--- src/hw/rtl/dbfs_pkg.sv ---
// Shared types, codes and constants for the double-buffered pixel frame store.
// Used by the controller, the datapath, the RAM and the top level.
package dbfs_pkg;

    localparam int DEF_MAX_PIXELS      = 1024;
    localparam int DEF_MAX_PIXEL_BYTES = 4;
    localparam int DEF_RAM_WIDTH       = 8;
    localparam int DEF_RAM_DEPTH       = 2 * DEF_MAX_PIXELS * DEF_MAX_PIXEL_BYTES;

    localparam int PCOUNT_W = 11;
    localparam int PBYTES_W = 3;
    localparam int FSZ_W    = PCOUNT_W + PBYTES_W;
    localparam int CFG_W    = PCOUNT_W;
    localparam int CFG_IDX_W = 1;

    localparam logic [PCOUNT_W-1:0] PIXEL_COUNT_RESET = 11'd1024;
    localparam logic [PBYTES_W-1:0] PIXEL_BYTES_RESET = 3'd3;
    localparam logic [PBYTES_W-1:0] RGB_BYTES         = 3'd3;
    localparam logic [15:0]         FILL_TO_END       = 16'hFFFF;

    localparam logic [CFG_IDX_W-1:0] CFG_PIXEL_COUNT = 1'd0;
    localparam logic [CFG_IDX_W-1:0] CFG_PIXEL_BYTES = 1'd1;

    localparam logic [1:0] REPLY_ACCEPTED = 2'd0;
    localparam logic [1:0] REPLY_BUSY     = 2'd1;

    typedef enum logic [2:0] {
        KIND_SET_PIXEL  = 3'd0,
        KIND_FILL       = 3'd1,
        KIND_CLEAR      = 3'd2,
        KIND_WRITE_BYTE = 3'd3,
        KIND_COMMIT     = 3'd4,
        KIND_POLL       = 3'd5,
        KIND_MARK_DIRTY = 3'd6,
        KIND_READ_FRONT = 3'd7
    } t_kind;

    typedef enum logic [1:0] {
        ST_OK      = 2'd0,
        ST_BAD_ARG = 2'd1,
        ST_BUSY    = 2'd2,
        ST_ERROR   = 2'd3
    } t_status;

    typedef enum logic [2:0] {
        S_INIT,
        S_IDLE,
        S_DECODE,
        S_PAINT,
        S_ZERO,
        S_READ,
        S_FINISH
    } t_state;

    typedef struct packed {
        t_kind       kind;
        logic [9:0]  pixel_index;
        logic [15:0] fill_count;
        logic [7:0]  red;
        logic [7:0]  green;
        logic [7:0]  blue;
        logic [11:0] byte_offset;
        logic [7:0]  byte_value;
        logic [12:0] region_end;
        logic        backend_busy;
        logic [1:0]  backend_reply;
    } t_in_item;

    typedef struct packed {
        t_status     status;
        logic        submit_frame;
        logic        front_bank;
        logic        dirty_flag;
        logic        pending_flag;
        logic [7:0]  read_data;
    } t_out_item;

    typedef struct packed {
        logic init;
        logic load;
        logic decode;
        logic paint;
        logic zero;
        logic read;
        logic finish;
    } t_cmd;

    typedef struct packed {
        t_kind kind;
        logic  arg_err;
        logic  frame_empty;
        logic  paint_last;
        logic  zero_last;
        logic  init_last;
        logic  out_free;
    } t_stat;

endpackage

--- src/hw/rtl/dbfs_ctrl.sv ---
// Sequencing state machine for the frame store: clearing pass, decode,
// byte walks, front read and result hand-off. Depends on dbfs_pkg.
module dbfs_ctrl
    import dbfs_pkg::*;
(
    input  logic  i_clk,
    input  logic  i_rst_n,
    input  logic  i_in_valid,
    output logic  o_in_ready,
    input  t_stat i_stat,
    output t_cmd  o_cmd
);

    t_state r_state;
    t_state n_state;

    always_ff @(posedge i_clk) begin
        if (!i_rst_n) begin
            r_state <= S_INIT;
        end else begin
            r_state <= n_state;
        end
    end

    always_comb begin
        n_state    = r_state;
        o_cmd      = '0;
        o_in_ready = 1'b0;
        case (r_state)
            S_INIT: begin
                o_cmd.init = 1'b1;
                if (i_stat.init_last) begin
                    n_state = S_IDLE;
                end
            end
            S_IDLE: begin
                o_in_ready = 1'b1;
                if (i_in_valid) begin
                    o_cmd.load = 1'b1;
                    n_state    = S_DECODE;
                end
            end
            S_DECODE: begin
                o_cmd.decode = 1'b1;
                case (i_stat.kind)
                    KIND_SET_PIXEL, KIND_FILL: begin
                        n_state = i_stat.arg_err ? S_FINISH : S_PAINT;
                    end
                    KIND_CLEAR: begin
                        n_state = i_stat.frame_empty ? S_FINISH : S_ZERO;
                    end
                    KIND_READ_FRONT: begin
                        n_state = i_stat.arg_err ? S_FINISH : S_READ;
                    end
                    default: begin
                        n_state = S_FINISH;
                    end
                endcase
            end
            S_PAINT: begin
                o_cmd.paint = 1'b1;
                if (i_stat.paint_last) begin
                    n_state = S_FINISH;
                end
            end
            S_ZERO: begin
                o_cmd.zero = 1'b1;
                if (i_stat.zero_last) begin
                    n_state = S_FINISH;
                end
            end
            S_READ: begin
                o_cmd.read = 1'b1;
                n_state    = S_FINISH;
            end
            S_FINISH: begin
                if (i_stat.out_free) begin
                    o_cmd.finish = 1'b1;
                    n_state      = S_IDLE;
                end
            end
            default: begin
                n_state = S_INIT;
            end
        endcase
    end

    assert property (@(posedge i_clk) disable iff (!i_rst_n)
        (i_in_valid && o_in_ready) |=> (r_state == S_DECODE))
        else $error("accepted item not decoded next cycle");

    assert property (@(posedge i_clk) disable iff (!i_rst_n)
        (r_state == S_FINISH && !i_stat.out_free) |=> (r_state == S_FINISH))
        else $error("result dropped while output register full");

    assert property (@(posedge i_clk) disable iff (!i_rst_n)
        (r_state == S_INIT) |-> !o_in_ready)
        else $error("item accepted during clearing pass");

endmodule

--- config.mk ---
export PLATFORM = sky130hd
export DESIGN_NAME = dbfs_ctrl
export DESIGN_NICKNAME = d
export VERILOG_FILES = /design/src/hw/rtl/dbfs_pkg.sv /design/src/hw/rtl/dbfs_ctrl.sv
export SDC_FILE = /design/constraint.sdc
export NUM_CORES = 1
export LEC_CHECK = 0
export BUFFER_PORTS_ARGS = -buffer_cell sky130_fd_sc_hd__buf_2
export CAP_MARGIN = 10
export CORE_AREA = 2 2 39 41
export DETAILED_ROUTE_END_ITERATION = 10
export DIE_AREA = 0 0 41 43
export MAX_ROUTING_LAYER = met4
export PLACE_DENSITY = 0.54
export SETUP_SLACK_MARGIN = 0.1
export SYNTH_ARGS = -nofsm -noshare
export SYNTH_HDL_FRONTEND = slang
export SYNTH_SLANG_ARGS = --single-unit
--- constraint.sdc ---
create_clock -name i_clk -period 1.5 [get_ports i_clk]
set_input_delay 0.225 -clock i_clk [delete_from_list [all_inputs] [get_ports i_clk]]
set_output_delay 0.225 -clock i_clk [all_outputs]
set_load 0.03 [all_outputs]
==> impl.org <==
** Layout
- r_state holds more flip-flops than any other register.
- Design area :: between 400 and 500 um^2
- Of the cells placed in the final design, the portion with a size suffix greater than 1 is 43.3%.
- Nets :: 80
- Leading cell types in the layout, fill and taps excluded :: sky130_fd_sc_hd__buf_2, sky130_fd_sc_hd__nor3_1, sky130_fd_sc_hd__buf_4
- The register with the most flip-flops in the layout has 3 of them.
- Most common library cell in the layout ignoring fill and taps :: sky130_fd_sc_hd__buf_2
- The largest registers in the layout are r_state: 3 flops.
- At the end of the flow the core is filled with cells to between 30% and 40%.
- From synthesis to final layout, the design area changed by 57.5%.
- Number of antenna cells inserted :: 0
- The finished layout holds 83 standard cells, fillers aside.

** Place
- Counting tap cells, the placed design contains a total of between 70 and 80 instances.
- Port buffering added 19 buffers.
- Placer's final routability congestion estimate :: ~0.74
- The HPWL after detailed placement is just under 600 um.
- After detailed placement, the total cell area comes to ~420 um^2.
- OpenSTA, run right after detailed placement, puts the worst setup slack at 0.207 ns.

** Clock network
- Counting the buffers created by CTS gives 3.
- Clock slew seen by the registers of the worst setup and hold paths :: about 0.040 ns
- Count of hold-fix buffers inserted at cts :: 0
- Clk Tree Root Cell :: sky130_fd_sc_hd__clkbuf_4
- The clock reaches the later pin of the worst-skew pair after 0.23 ns.
- CTS tree :: yes
- Number of H-tree branching levels :: 1
- Number of sinks handled by clock tree synthesis :: 3
- Maximum count of clock buffers along a single path :: 2
- Number of buffers inserted to repair setup after CTS :: 0

** Worst setup path
- Of all nets on the critical path, the largest fanout is 10.
- R2R cell count :: 4
- The worst setup path is launched from a register.
- The critical path is of the register to primary output type.
- Critical path capture point type :: primary output
- Required time at the endpoint of the critical path :: about 1.3 ns
- Arr. time, crit path :: ~1.1 ns
- Reg2Reg Setup Slack :: slightly below 0.3 ns

** Floorplanning
- Starting Density :: 21.7%
- The die is 41 um wide.
- Die outline area :: around 1800 um^2
- Die extent in y :: about 43 um
- During I/O placement, the number of pins put on the boundary was 20.
- The floorplan step defined a core boundary enclosing about 1400 um^2.
- Row generation in the floorplan step produced 14 rows.

** Timing
- Between clock sinks in the finished design, the worst skew comes to about 0.0047 ns.
- The number of hold-slack violations in the final timing report was 0.
- Final count of negative-setup-slack endpoints :: 0
- The smallest clock period supported by the final layout is computed as between 1 and 1.5 ns.
- The number of pins with negative max-slew slack in the final report is 0.
- Final hold analysis gives a worst-case slack of between 0.2 and 0.3 ns.
- Total negative slack for setup checks :: 0 ns
- Setup repair after global routing could not meet its margin everywhere.
- In the post-route analysis, the smallest setup slack over all paths is 0.160 ns.
- The final critical path takes up roughly nine tenths of the cycle.
- Transition time at the pin with the least slew margin :: around 0.23 ns
- The worst pin sits at a relative slew slack of between 80% and 90%.
- Highest Clock Rate :: 746 MHz

** Synth
- Register bit total from synthesis :: 3
- Cell area after synthesis :: between 300 and 400 um^2
- Avg Cell Area, Syn :: ~6.8 um^2
- Synth Net Count :: 56
- Cell count after synthesis :: 44
- Post-synth cell types :: 24
- Number of warnings reported in the yosys synthesis log :: 0
- Register area share after synthesis :: between 10% and 20%

** Power
- For this design the total switching power over the nets is 392 uW.
- Share of total power in combinational logic :: roughly 63%
- Power comes to about 810 uW.
- Leakage power :: 0.208 nW
- Cell internal power was estimated by the tool at around 420 uW.
- Across the VDD grid, the largest voltage drop is between 0.4 and 0.5 mV.
- The clock network accounts for 17.2% of the total power.
- For this design the ratio of total power to cell area is 1720 nW/um^2.
- In this run switching power makes up 48.1% of total power.
- Power share of the sequential group :: between 20% and 30%

** Global route
- Number of antenna violations at the first check in global routing :: 0
- In the global route stage, overall resource usage came out at 9.46%.
- The number of global-route vias before repair is about 290.
- The first global-routing pass estimated 1.10 mm of wire.
- Entering global routing, the biggest net connects 11 pins.
- The total overflow left after global routing is 0.

** Routing
- Across all layers, the routed design uses 389 vias.
- The detailed router finished its first iteration with 9 violations.
- Wire length after detailed routing :: between 700 and 800 um
- Routed len/inst :: around 8.9 um
- In the routed layout, each cell is associated on average with a via count of 4.69.
- After detailed routing, the number of remaining DRC violations is 0.
- The count of nets left with antenna violations once routing finished came out at 0.
- First drt pass iteration count :: 4

** Run
- Number of max-cap violations :: 0

** Min path
- Hold depth :: 2
- In this run the worst hold path is classified as input port to register.

** Run status
- The flow ran to the end, and the final reports show no timing, DRC or antenna violations.
[repair_timing]
action                                  CTS  global route
resized for setup                         2            13
hold endpoints to repair                  0             0
endpoints found under the setup margin    4             6
[critical path: stages, from the launching register on]
cell and delay [ns]:
sky130_fd_sc_hd__dfxtp_1 0.35, sky130_fd_sc_hd__buf_6 0.14, sky130_fd_sc_hd__nand2_1 0.10, sky130_fd_sc_hd__nor2_1 0.10
sky130_fd_sc_hd__buf_2 0.20
[power by group through the flow]
stage	clock network (mW)	logic [mW]	registers (mW)
after global placement	0	0.483	0.156
final	0.140	0.510	0.163
after floorplan	0	0.378	0.137
after global routing	0.155	0.555	0.168
after CTS	0.148	0.482	0.160
after detailed placement	0	0.479	0.155
[synthesized netlist by cell type]
| master | number | area (um^2) |
|---|---|---|
| sky130_fd_sc_hd__a21boi_1 | 1 | 7.51 |
| sky130_fd_sc_hd__a21oi_1 | 1 | 5.00 |
| sky130_fd_sc_hd__a22oi_1 | 1 | 7.51 |
| sky130_fd_sc_hd__a32o_1 | 1 | 10.0 |
| sky130_fd_sc_hd__a32oi_1 | 1 | 8.76 |
| sky130_fd_sc_hd__and2b_1 | 1 | 7.51 |
| sky130_fd_sc_hd__and3_1 | 1 | 6.26 |
| sky130_fd_sc_hd__and3b_1 | 1 | 8.76 |
| sky130_fd_sc_hd__and4_1 | 1 | 8.76 |
| sky130_fd_sc_hd__buf_2 | 1 | 5.00 |
| sky130_fd_sc_hd__buf_6 | 1 | 11.3 |
| sky130_fd_sc_hd__dfxtp_1 | 3 | 60.1 |
| sky130_fd_sc_hd__inv_1 | 2 | 7.51 |
| sky130_fd_sc_hd__mux2i_1 | 2 | 20.0 |
| sky130_fd_sc_hd__nand2_1 | 4 | 15.0 |
| sky130_fd_sc_hd__nand2b_1 | 1 | 6.26 |
| sky130_fd_sc_hd__nand3_1 | 1 | 5.00 |
| sky130_fd_sc_hd__nor2_1 | 4 | 15.0 |
| sky130_fd_sc_hd__nor2_2 | 1 | 6.26 |
| sky130_fd_sc_hd__nor2b_1 | 1 | 6.26 |
| sky130_fd_sc_hd__nor3_1 | 6 | 30.0 |
| sky130_fd_sc_hd__o21a_1 | 1 | 7.51 |
| sky130_fd_sc_hd__o21ai_0 | 4 | 20.0 |
| sky130_fd_sc_hd__o21ai_1 | 3 | 15.0 |
[routing by layer]
layer	wire length, um	vias to the layer above	global-route usage (%)
li1	-	206	-
met1	357	163	11.9
met2	329	20	12.5
met3	54	0	1.57
met4	0	0	8.00
met5	0	-	-
[final cells by class]
| cell class | count | area (um^2) |
|---|---|---|
| multi-input combinational | 37 | 226 |
| sequential | 3 | 62.6 |
| fill | 164 | 911 |
| tap | 16 | 20.0 |
| clock buffer | 4 | 26.3 |
| inverter | 2 | 7.51 |
| timing repair buffer | 21 | 130 |
[cell families (layout without fill, tap and decap cells)]
kind of cell | count (synthesis) | count (layout) | share of synthesized area, %
flip-flops | 3 | 3 | 20.0
AND/OR/NAND/NOR | 22 | 22 | 38.3
buffers and inverters | 4 | 27 | 7.92
multiplexers | 2 | 2 | 6.67
AO/OA/AOI/OAI | 13 | 13 | 27.1
[path summary, 6_finish.rpt]
check	startpoint	endpoint
max reg2reg	r_state[0]	r_state[0]
min reg2reg	r_state[2]	r_state[2]
max	r_state[1]	o_cmd[3]
min	i_rst_n	r_state[2]
(Power assumes the default switching activity.)
